**src/dlsq_pkg.sv**
```systemverilog
`timescale 1ns / 1ps
package dlsq_pkg;

  localparam int unsigned DEPTH_DEFAULT = 16;
  localparam int unsigned TID_W         = 8;
  localparam int unsigned TIME_W        = 32;
  localparam int unsigned STATUS_W      = 2;

  localparam logic CMD_TICK  = 1'b0;
  localparam logic CMD_SLEEP = 1'b1;

  localparam logic [STATUS_W-1:0] ST_QUEUED  = 2'd0;
  localparam logic [STATUS_W-1:0] ST_IGNORED = 2'd1;
  localparam logic [STATUS_W-1:0] ST_REFUSED = 2'd2;
  localparam logic [STATUS_W-1:0] ST_WOKEN   = 2'd3;

  typedef struct packed {
    logic                accept;
    logic                rd_link;
    logic                walk_step;
    logic                walk_end;
    logic                scan_en;
    logic                ins_first;
    logic                ins_second;
    logic                tick_wr;
    logic                pop;
    logic                out_load;
    logic                out_wake;
    logic [STATUS_W-1:0] out_status;
    logic                out_last;
  } dlsq_cmd_t;

  typedef struct packed {
    logic in_cmd;
    logic in_time_zero;
    logic full;
    logic empty;
    logic walk_go;
    logic slot_found;
    logic dec_zero;
    logic wake_more;
    logic out_free;
  } dlsq_stat_t;

endpackage

```
**src/delta_list_sleep_queue.sv**
```systemverilog
`timescale 1ns / 1ps
// delta-list sleep queue
// input channel (in_valid_i / in_ready_o): cmd_i selects a timer tick or a
// sleep request carrying thread_id_i and sleep_time_i
// output channel (out_valid_o / out_ready_i): thread_out_o, status_o, last_o;
// every sleep request gives one transaction (queued, ignored or refused), a
// tick gives one woken transaction per expired thread, last_o on the final one
// a sleep request walks the list with one list-memory read per entry passed;
// a free-slot scan runs beside it, then the write-back states S_INS1 and
// S_INS2 and the response follow; ignored or refused requests go straight
// to the response; a tick decrements the head delta, then wakes expired
// threads in turn; an empty-queue tick gives no transaction
// one item is worked at a time; the next is accepted as soon as the previous
// one's last result sits in the output register
// a stalled receiver holds the output register and the block waits in place
// reset empties the list at once: head, fill count and free mask are flops,
// so there is no clearing pass
module delta_list_sleep_queue #(
  parameter int unsigned QUEUE_DEPTH = dlsq_pkg::DEPTH_DEFAULT
) (
  input  logic                          clk_i,
  input  logic                          rst_ni,
  input  logic                          in_valid_i,
  output logic                          in_ready_o,
  input  logic                          cmd_i,
  input  logic [dlsq_pkg::TID_W-1:0]    thread_id_i,
  input  logic [dlsq_pkg::TIME_W-1:0]   sleep_time_i,
  output logic                          out_valid_o,
  input  logic                          out_ready_i,
  output logic [dlsq_pkg::TID_W-1:0]    thread_out_o,
  output logic [dlsq_pkg::STATUS_W-1:0] status_o,
  output logic                          last_o
);
  import dlsq_pkg::*;

  dlsq_cmd_t  cmd;
  dlsq_stat_t stat;

  dlsq_ctrl u_ctrl (
    .clk_i      (clk_i),
    .rst_ni     (rst_ni),
    .in_valid_i (in_valid_i),
    .in_ready_o (in_ready_o),
    .stat_i     (stat),
    .cmd_o      (cmd)
  );

  dlsq_datapath #(
    .QUEUE_DEPTH (QUEUE_DEPTH)
  ) u_datapath (
    .clk_i        (clk_i),
    .rst_ni       (rst_ni),
    .cmd_i        (cmd_i),
    .thread_id_i  (thread_id_i),
    .sleep_time_i (sleep_time_i),
    .out_valid_o  (out_valid_o),
    .out_ready_i  (out_ready_i),
    .thread_out_o (thread_out_o),
    .status_o     (status_o),
    .last_o       (last_o),
    .cmd_in_i     (cmd),
    .stat_o       (stat)
  );

endmodule

```
**src/dlsq_ctrl.sv**
```systemverilog
`timescale 1ns / 1ps
module dlsq_ctrl (
  input  logic               clk_i,
  input  logic               rst_ni,
  input  logic               in_valid_i,
  output logic               in_ready_o,
  input  dlsq_pkg::dlsq_stat_t stat_i,
  output dlsq_pkg::dlsq_cmd_t  cmd_o
);
  import dlsq_pkg::*;

  localparam logic [2:0] S_IDLE  = 3'd0;
  localparam logic [2:0] S_WALK  = 3'd1;
  localparam logic [2:0] S_SCAN  = 3'd2;
  localparam logic [2:0] S_INS1  = 3'd3;
  localparam logic [2:0] S_INS2  = 3'd4;
  localparam logic [2:0] S_RESP  = 3'd5;
  localparam logic [2:0] S_TICK  = 3'd6;
  localparam logic [2:0] S_WAKE  = 3'd7;

  logic [2:0]          state_q, state_d;
  logic [STATUS_W-1:0] resp_q, resp_d;

  always_ff @(posedge clk_i or negedge rst_ni) begin
    if (!rst_ni) begin
      state_q <= S_IDLE;
      resp_q  <= ST_QUEUED;
    end else begin
      state_q <= state_d;
      resp_q  <= resp_d;
    end
  end

  always_comb begin
    state_d    = state_q;
    resp_d     = resp_q;
    cmd_o      = '0;
    in_ready_o = 1'b0;
    unique case (state_q)
      S_IDLE: begin
        in_ready_o = 1'b1;
        if (in_valid_i) begin
          cmd_o.accept = 1'b1;
          if (stat_i.in_cmd == CMD_SLEEP) begin
            if (stat_i.in_time_zero) begin
              resp_d  = ST_IGNORED;
              state_d = S_RESP;
            end else if (stat_i.full) begin
              resp_d  = ST_REFUSED;
              state_d = S_RESP;
            end else begin
              state_d = S_WALK;
            end
          end else if (!stat_i.empty) begin
            state_d = S_TICK;
          end
        end
      end
      S_WALK: begin
        cmd_o.scan_en = 1'b1;
        if (stat_i.walk_go) begin
          cmd_o.walk_step = 1'b1;
          cmd_o.rd_link   = 1'b1;
        end else begin
          cmd_o.walk_end = 1'b1;
          state_d        = S_SCAN;
        end
      end
      S_SCAN: begin
        if (stat_i.slot_found) begin
          state_d = S_INS1;
        end else begin
          cmd_o.scan_en = 1'b1;
        end
      end
      S_INS1: begin
        cmd_o.ins_first = 1'b1;
        state_d         = S_INS2;
      end
      S_INS2: begin
        cmd_o.ins_second = 1'b1;
        resp_d           = ST_QUEUED;
        state_d          = S_RESP;
      end
      S_RESP: begin
        if (stat_i.out_free) begin
          cmd_o.out_load   = 1'b1;
          cmd_o.out_status = resp_q;
          cmd_o.out_last   = 1'b1;
          state_d          = S_IDLE;
        end
      end
      S_TICK: begin
        cmd_o.tick_wr = 1'b1;
        if (stat_i.dec_zero) begin
          cmd_o.pop     = 1'b1;
          cmd_o.rd_link = 1'b1;
          state_d       = S_WAKE;
        end else begin
          state_d = S_IDLE;
        end
      end
      S_WAKE: begin
        if (stat_i.out_free) begin
          cmd_o.out_load   = 1'b1;
          cmd_o.out_wake   = 1'b1;
          cmd_o.out_status = ST_WOKEN;
          cmd_o.out_last   = !stat_i.wake_more;
          if (stat_i.wake_more) begin
            cmd_o.pop     = 1'b1;
            cmd_o.rd_link = 1'b1;
          end else begin
            state_d = S_IDLE;
          end
        end
      end
      default: state_d = S_IDLE;
    endcase
  end

endmodule

```
**src/dlsq_datapath.sv**
```systemverilog
`timescale 1ns / 1ps
module dlsq_datapath #(
  parameter int unsigned QUEUE_DEPTH = dlsq_pkg::DEPTH_DEFAULT
) (
  input  logic                          clk_i,
  input  logic                          rst_ni,
  input  logic                          cmd_i,
  input  logic [dlsq_pkg::TID_W-1:0]    thread_id_i,
  input  logic [dlsq_pkg::TIME_W-1:0]   sleep_time_i,
  output logic                          out_valid_o,
  input  logic                          out_ready_i,
  output logic [dlsq_pkg::TID_W-1:0]    thread_out_o,
  output logic [dlsq_pkg::STATUS_W-1:0] status_o,
  output logic                          last_o,
  input  dlsq_pkg::dlsq_cmd_t           cmd_in_i,
  output dlsq_pkg::dlsq_stat_t          stat_o
);
  import dlsq_pkg::*;

  localparam int unsigned IDX_W = $clog2(QUEUE_DEPTH);
  localparam int unsigned OCC_W = $clog2(QUEUE_DEPTH + 1);

  // list storage, one write and one registered read per cycle each
  logic [TIME_W-1:0] delta_mem  [QUEUE_DEPTH];
  logic [TID_W-1:0]  thread_mem [QUEUE_DEPTH];
  logic [IDX_W-1:0]  link_mem   [QUEUE_DEPTH];

  logic [TIME_W-1:0] rd_delta_q;
  logic [TID_W-1:0]  rd_thread_q;
  logic [IDX_W-1:0]  rd_link_q;
  logic [IDX_W-1:0]  rd_addr;

  logic [IDX_W-1:0]       head_q;
  logic [OCC_W-1:0]       occ_q;
  logic [QUEUE_DEPTH-1:0] free_q;
  logic [OCC_W-1:0]       k_q;
  logic [TIME_W-1:0]      rem_q;
  logic [TIME_W-1:0]      cdelta_q;
  logic [IDX_W-1:0]       cur_q;
  logic [IDX_W-1:0]       prev_q;
  logic                   has_prev_q;
  logic                   has_next_q;
  logic [IDX_W-1:0]       scan_q;
  logic [TID_W-1:0]       tid_q;
  logic [TID_W-1:0]       pend_q;

  logic                   out_valid_q;
  logic [TID_W-1:0]       out_thread_q;
  logic [STATUS_W-1:0]    out_status_q;
  logic                   out_last_q;

  logic              dwr_en;
  logic [IDX_W-1:0]  dwr_addr;
  logic [TIME_W-1:0] dwr_data;
  logic              lwr_en;
  logic [IDX_W-1:0]  lwr_addr;
  logic [IDX_W-1:0]  lwr_data;
  logic [TIME_W-1:0] dec_delta;

  assign rd_addr   = cmd_in_i.rd_link ? rd_link_q : head_q;
  assign dec_delta = (rd_delta_q == '0) ? '0 : rd_delta_q - TIME_W'(1);

  always_comb begin
    dwr_en   = 1'b0;
    dwr_addr = scan_q;
    dwr_data = rem_q;
    lwr_en   = 1'b0;
    lwr_addr = scan_q;
    lwr_data = has_next_q ? cur_q : '0;
    if (cmd_in_i.ins_first) begin
      dwr_en = 1'b1;
      lwr_en = 1'b1;
    end else if (cmd_in_i.ins_second) begin
      dwr_en   = has_next_q;
      dwr_addr = cur_q;
      dwr_data = cdelta_q - rem_q;
      lwr_en   = has_prev_q;
      lwr_addr = prev_q;
      lwr_data = scan_q;
    end else if (cmd_in_i.tick_wr) begin
      dwr_en   = 1'b1;
      dwr_addr = head_q;
      dwr_data = dec_delta;
    end
  end

  always_ff @(posedge clk_i) begin
    if (dwr_en) begin
      delta_mem[dwr_addr] <= dwr_data;
    end
    if (lwr_en) begin
      link_mem[lwr_addr] <= lwr_data;
    end
    if (cmd_in_i.ins_first) begin
      thread_mem[scan_q] <= tid_q;
    end
    rd_delta_q  <= delta_mem[rd_addr];
    rd_thread_q <= thread_mem[rd_addr];
    rd_link_q   <= link_mem[rd_addr];
  end

  // list control state
  always_ff @(posedge clk_i or negedge rst_ni) begin
    if (!rst_ni) begin
      head_q <= '0;
      occ_q  <= '0;
      free_q <= '1;
    end else begin
      if (cmd_in_i.ins_first) begin
        free_q[scan_q] <= 1'b0;
        occ_q          <= occ_q + OCC_W'(1);
      end else if (cmd_in_i.pop) begin
        free_q[head_q] <= 1'b1;
        occ_q          <= occ_q - OCC_W'(1);
      end
      if (cmd_in_i.pop) begin
        head_q <= rd_link_q;
      end else if (cmd_in_i.ins_second && !has_prev_q) begin
        head_q <= scan_q;
      end
    end
  end

  // walk and scan registers
  always_ff @(posedge clk_i) begin
    if (cmd_in_i.accept) begin
      tid_q      <= thread_id_i;
      rem_q      <= sleep_time_i;
      cur_q      <= head_q;
      k_q        <= '0;
      has_prev_q <= 1'b0;
      scan_q     <= '0;
    end else begin
      if (cmd_in_i.walk_step) begin
        rem_q      <= rem_q - rd_delta_q;
        prev_q     <= cur_q;
        has_prev_q <= 1'b1;
        cur_q      <= rd_link_q;
        k_q        <= k_q + OCC_W'(1);
      end
      if (cmd_in_i.walk_end) begin
        cdelta_q   <= rd_delta_q;
        has_next_q <= (k_q < occ_q);
      end
      if (cmd_in_i.scan_en && !free_q[scan_q]) begin
        scan_q <= scan_q + IDX_W'(1);
      end
    end
    if (cmd_in_i.pop) begin
      pend_q <= rd_thread_q;
    end
  end

  // output register, parts the two sides
  always_ff @(posedge clk_i or negedge rst_ni) begin
    if (!rst_ni) begin
      out_valid_q <= 1'b0;
    end else if (cmd_in_i.out_load) begin
      out_valid_q <= 1'b1;
    end else if (out_ready_i) begin
      out_valid_q <= 1'b0;
    end
  end

  always_ff @(posedge clk_i) begin
    if (cmd_in_i.out_load) begin
      out_thread_q <= cmd_in_i.out_wake ? pend_q : tid_q;
      out_status_q <= cmd_in_i.out_status;
      out_last_q   <= cmd_in_i.out_last;
    end
  end

  assign out_valid_o  = out_valid_q;
  assign thread_out_o = out_thread_q;
  assign status_o     = out_status_q;
  assign last_o       = out_last_q;

  assign stat_o.in_cmd       = cmd_i;
  assign stat_o.in_time_zero = (sleep_time_i == '0);
  assign stat_o.full         = (occ_q == OCC_W'(QUEUE_DEPTH));
  assign stat_o.empty        = (occ_q == '0);
  assign stat_o.walk_go      = (k_q < occ_q) && (rd_delta_q <= rem_q);
  assign stat_o.slot_found   = free_q[scan_q];
  assign stat_o.dec_zero     = (rd_delta_q <= TIME_W'(1));
  assign stat_o.wake_more    = (occ_q != '0) && (rd_delta_q == '0);
  assign stat_o.out_free     = !out_valid_q || out_ready_i;

endmodule

```
**config.mk**
```make
export PLATFORM = sky130hd
export DESIGN_NAME = delta_list_sleep_queue
export DESIGN_NICKNAME = d
export VERILOG_FILES = /design/src/dlsq_pkg.sv /design/src/delta_list_sleep_queue.sv /design/src/dlsq_ctrl.sv /design/src/dlsq_datapath.sv
export SDC_FILE = /design/constraint.sdc
export NUM_CORES = 1
export LEC_CHECK = 0
export BUFFER_PORTS_ARGS = -buffer_cell sky130_fd_sc_hd__buf_2
export CORE_MARGIN = 3
export CORE_UTILIZATION = 40
export DETAILED_ROUTE_END_ITERATION = 8
export GPL_ROUTABILITY_DRIVEN = 0
export PLACE_DENSITY = 0.58
export SYNTH_ARGS = -nofsm -noshare
export SYNTH_HDL_FRONTEND = slang
export SYNTH_SLANG_ARGS = --single-unit
export TNS_END_PERCENT = 100
```
**constraint.sdc**
```tcl
create_clock -name clk_i -period 4.13 [get_ports clk_i]
set_clock_uncertainty 0.1 [all_clocks]
set_input_delay 0.2065 -clock clk_i [delete_from_list [all_inputs] [get_ports clk_i]]
set_output_delay 0.2065 -clock clk_i [all_outputs]
set_load 0.02 [all_outputs]
```
==> run_results.csv <==
group,metric,value,unit
grt,grtUsageTotal,20.5,%
synth,synth_ff_type,"edfxtp_1",
clock_tree,path_clk_slew,0.07,ns
clock_tree,cts_root_buffer,"clkbuf_16",
synth,syn_area,38500,um2
sta,hold_viol,0,
place,place_area,43100,um2
detailed_routing,drtIter0Drc,2188,
synth,yosys_register_bits,889,
detailed_routing,highest-signal-layer,"met4",
synth,yosysSeqAreaShare,67.6,%
detailed_routing,routed_via_density,5.57,
detailed_routing,wl_met1,48400,um
synth,synth_edf_count,804,
sta,worst_slack,-0.130,ns
outcome,status,"finished with violations",
place,place_inst,4222,
setup_path,critPathMaxFanout,8,
power_and_ir_drop,switching_share,36.7,%
setup_path,worstSetupPathType,"flip-flop to flip-flop",
setup_path,arrival,4.71,ns
power_and_ir_drop,p_sw,15.6,mW
cells_and_area,finalNonFillerCells,4489,
die,start_util,40.5,%
grt,grt_pass1_wl,155000,um
clock_tree,cts_tree,"built",
detailed_routing,num_vias,25012,
sta,setup_total_negative_slack,-1.18,ns
sta,rsz0062_at_grt,"yes",
synth,synth_nets,2802,
synth,synth_cell_types,77,
die,dieArea,100000,um2
setup_path,crit_path_end_kind,"flip-flop",
grt,grt_pass1_vias,24777,
synth,synth_cells,2677,
detailed_routing,wl_met3,6960,um
die,rows,113,
sta,slew_violations,0,
job,maxCapViolCount,0,
min_path,hp-class,"primary input to asynchronous set/reset pin",
clock_tree,numCtsBuffers,96,
power_and_ir_drop,power,42.6,mW
cells_and_area,areaGrowthSynthToFinish,24.5,%
detailed_routing,drt-total-wl,105000,um
setup_path,startpoint_type,"flip-flop",
clock_tree,cts_buffer_depth,3,
outcome,violations,"setup timing",
power_and_ir_drop,p_per_area,889,nW/um2
detailed_routing,wl_met2,48400,um
place,dp_hpwl,68400,um
clock_tree,worst_skew_pair.late_latency,0.69,ns
sta,period_minus_slack,4.26,ns
power_and_ir_drop,cellLeakagePower,18.6,nW
sta,fmax,235,MHz
place,pre_cts_ws,-0.522,ns
sta,setup_viol,29,
detailed_routing,ant_nets,0,
power_and_ir_drop,power.internal,27.0,mW
clock_tree,numClockSinks,889,
grt,grt-ovfl-total,0,
place,io_buffers,57,
synth,async_reset_ff_share,3.49,%
die,fp.coreArea,95200,um2
sta,relSlewSlack,8.17,%
clock_tree,htreeDepth,3,
power_and_ir_drop,p_comb_share,46.8,%
detailed_routing,wl_per_cell,23.5,um
grt,antenna_found_initial,3,
die,die_y,316,um
die,die_x,316,um
sta,min_period_over_period,103,%
sta,worst_pin_slew,1.38,ns
synth,yosysWarnings,0,
cells_and_area,antennaDiodeCount,0,
die,ios,58,
synth,avgSynthCellArea,14.4,um2
power_and_ir_drop,p_seq_share,33.3,%
grt,grt_max_degree,47,
cells_and_area,final_nets,3267,
setup_path,cp.required,4.57,ns
detailed_routing,route.detailed.drc,0,
cells_and_area,drive_above_1_share,23.3,%
detailed_routing,drt_first_pass_iters,5,
power_and_ir_drop,pwr-share-clk,19.9,%
cells_and_area,fin_area,47900,um2
power_and_ir_drop,ir_drop,0.376,mV
-- state kept, by name, summed over array words and instances, names as in the netlist, 5 cells and up --
register                 cells
u_datapath.rd_delta_q       32
u_datapath.free_q           16
u_datapath.thread_mem      128
u_datapath.delta_mem       512
u_datapath.thread_out_o      8
u_datapath.occ_q             5
u_datapath.k_q               5
u_datapath.pend_q            8
u_datapath.rem_q            32
u_datapath.cdelta_q         32
u_datapath.link_mem         64
u_datapath.tid_q             8
u_datapath.rd_thread_q       8
-- kinds of logic after synthesis --
logic type,Yosys count,share of synthesized area (%)
flip-flops,889,67.6
AO/OA/AOI/OAI,523,8.72
AND/OR/NAND/NOR,500,6.55
multiplexers,389,10.4
buffers and inverters,219,2.39
adder cells (fa/ha/maj),80,2.66
XOR/XNOR,77,1.75
-- synthesized netlist by cell type (28+ instances only) --
cell type / n / area, um2
nand2_1: 128 / 480
or4_1: 56 / 420
nor2_1: 138 / 518
buf_2: 44 / 220
xnor2_1: 53 / 464
clkbuf_1: 60 / 225
ha_1: 77 / 963
o21ai_0: 91 / 455
nand2b_1: 28 / 175
mux2i_1: 370 / 3700
o22ai_1: 188 / 1180
a21oi_1: 84 / 420
edfxtp_1: 804 / 24100
inv_1: 101 / 379
dfxtp_1: 54 / 1080
-- power groups by stage --
stage,clock network (mW),logic (mW),registers [mW]
finish,8.48,19.9,14.2
global route,9.04,21.5,14.3
CTS,8.64,18.6,14.1
detailed placement,0,18.1,14.3
global placement,0,17.6,14.3
floorplan,0,10.7,13.9
-- worst paths after layout --
path | start | endpoint | slack (ns) | cells past startpoint
max reg2reg | u_datapath.rem_q[15] | u_datapath.rd_delta_q[18] | -0.13 | 17
max | u_datapath.rem_q[15] | u_datapath.rd_delta_q[18] | -0.13 | 17
min reg2reg | u_datapath.rd_thread_q[3] | u_datapath.pend_q[3] | 0.32 | 0
max in group asynchronous | rst_ni | u_datapath.head_q[1] | 3.40 | 2
min in group clk_i | thread_id_i[3] | u_datapath.tid_q[3] | 0.15 | 2
min | rst_ni | u_ctrl.resp_q[1] | 0.03 | 2
-- critical path, cell delays in order (launching register included) --
cell and delay [ns]:
edfxtp_1 0.42, buf_6 0.15, ha_4 0.26, buf_4 0.14, o21ai_0 0.11, a211oi_1 0.34, buf_4 0.18, o2111a_2 0.25
and3_4 0.20, a221oi_4 0.07, buf_12 0.15, mux2i_4 0.37, buf_6 0.18, buf_12 0.16, buf_6 0.12, mux2i_1 0.19
o22ai_1 0.13, or4_4 0.57
-- stage by stage --
stage	hold slack (ns)	util (%)
after floorplan	-0.189	-
after global routing	0.0641	50.4
after global placement	0.176	45.3
final	0.0257	50.4
after detailed placement	0.200	45.3
after CTS	0.00375	49.4
-- layout make-up --
type	count	area (um2)
sequential	889	26100
clock buffer	132	2690
tap	1265	1580
multi-input combinational	1569	12100
clock inverter	48	478
timing repair buffer	484	4600
inverter	102	383
fill	7901	47200
-- placed cells by master (no fill, tap or decap), types with 16 or more instances in the layout --
| cell | count |
|---|---|
| a211oi_1 | 16 |
| o22ai_1 | 177 |
| a21o_1 | 24 |
| nor4_1 | 17 |
| dfstp_2 | 16 |
| nand2b_1 | 24 |
| o31ai_1 | 17 |
| clkbuf_1 | 23 |
| nor3_1 | 25 |
| or4_1 | 47 |
| dlygate4sd3_1 | 44 |
| mux2i_1 | 348 |
| nand2_1 | 126 |
| dfxtp_1 | 35 |
| nand3_1 | 27 |
| nor2_4 | 17 |
| clkbuf_16 | 105 |
| buf_2 | 57 |
| edfxtp_1 | 804 |
| o21ai_0 | 85 |
| xor2_1 | 24 |
| a21oi_1 | 77 |
| buf_4 | 290 |
| mux2i_2 | 18 |
| ha_1 | 68 |
| nand4_1 | 17 |
| buf_12 | 52 |
| xnor2_1 | 53 |
| inv_1 | 100 |
| clkinv_2 | 16 |
| nor2_1 | 120 |
| buf_6 | 23 |
-- layer usage --
layer	track usage, %	up-vias
met5	0	-
met4	4.64	0
met3	2.81	132
met2	32.4	864
met1	30.3	12665
li1	-	11351
-- repair_timing --
| item | CTS | global route |
|---|---|---|
| setup endpoints to repair | 76 | 108 |
| hold buffers | 44 | 0 |
| pin swaps | 3 | 41 |
| hold endpoints to repair | 78 | 0 |
| gates resized for setup | 24 | 131 |
| buffers inserted | 9 | 27 |
| cloned | 2 | 7 |
Note: power is estimated with default switching activity, not from simulation.
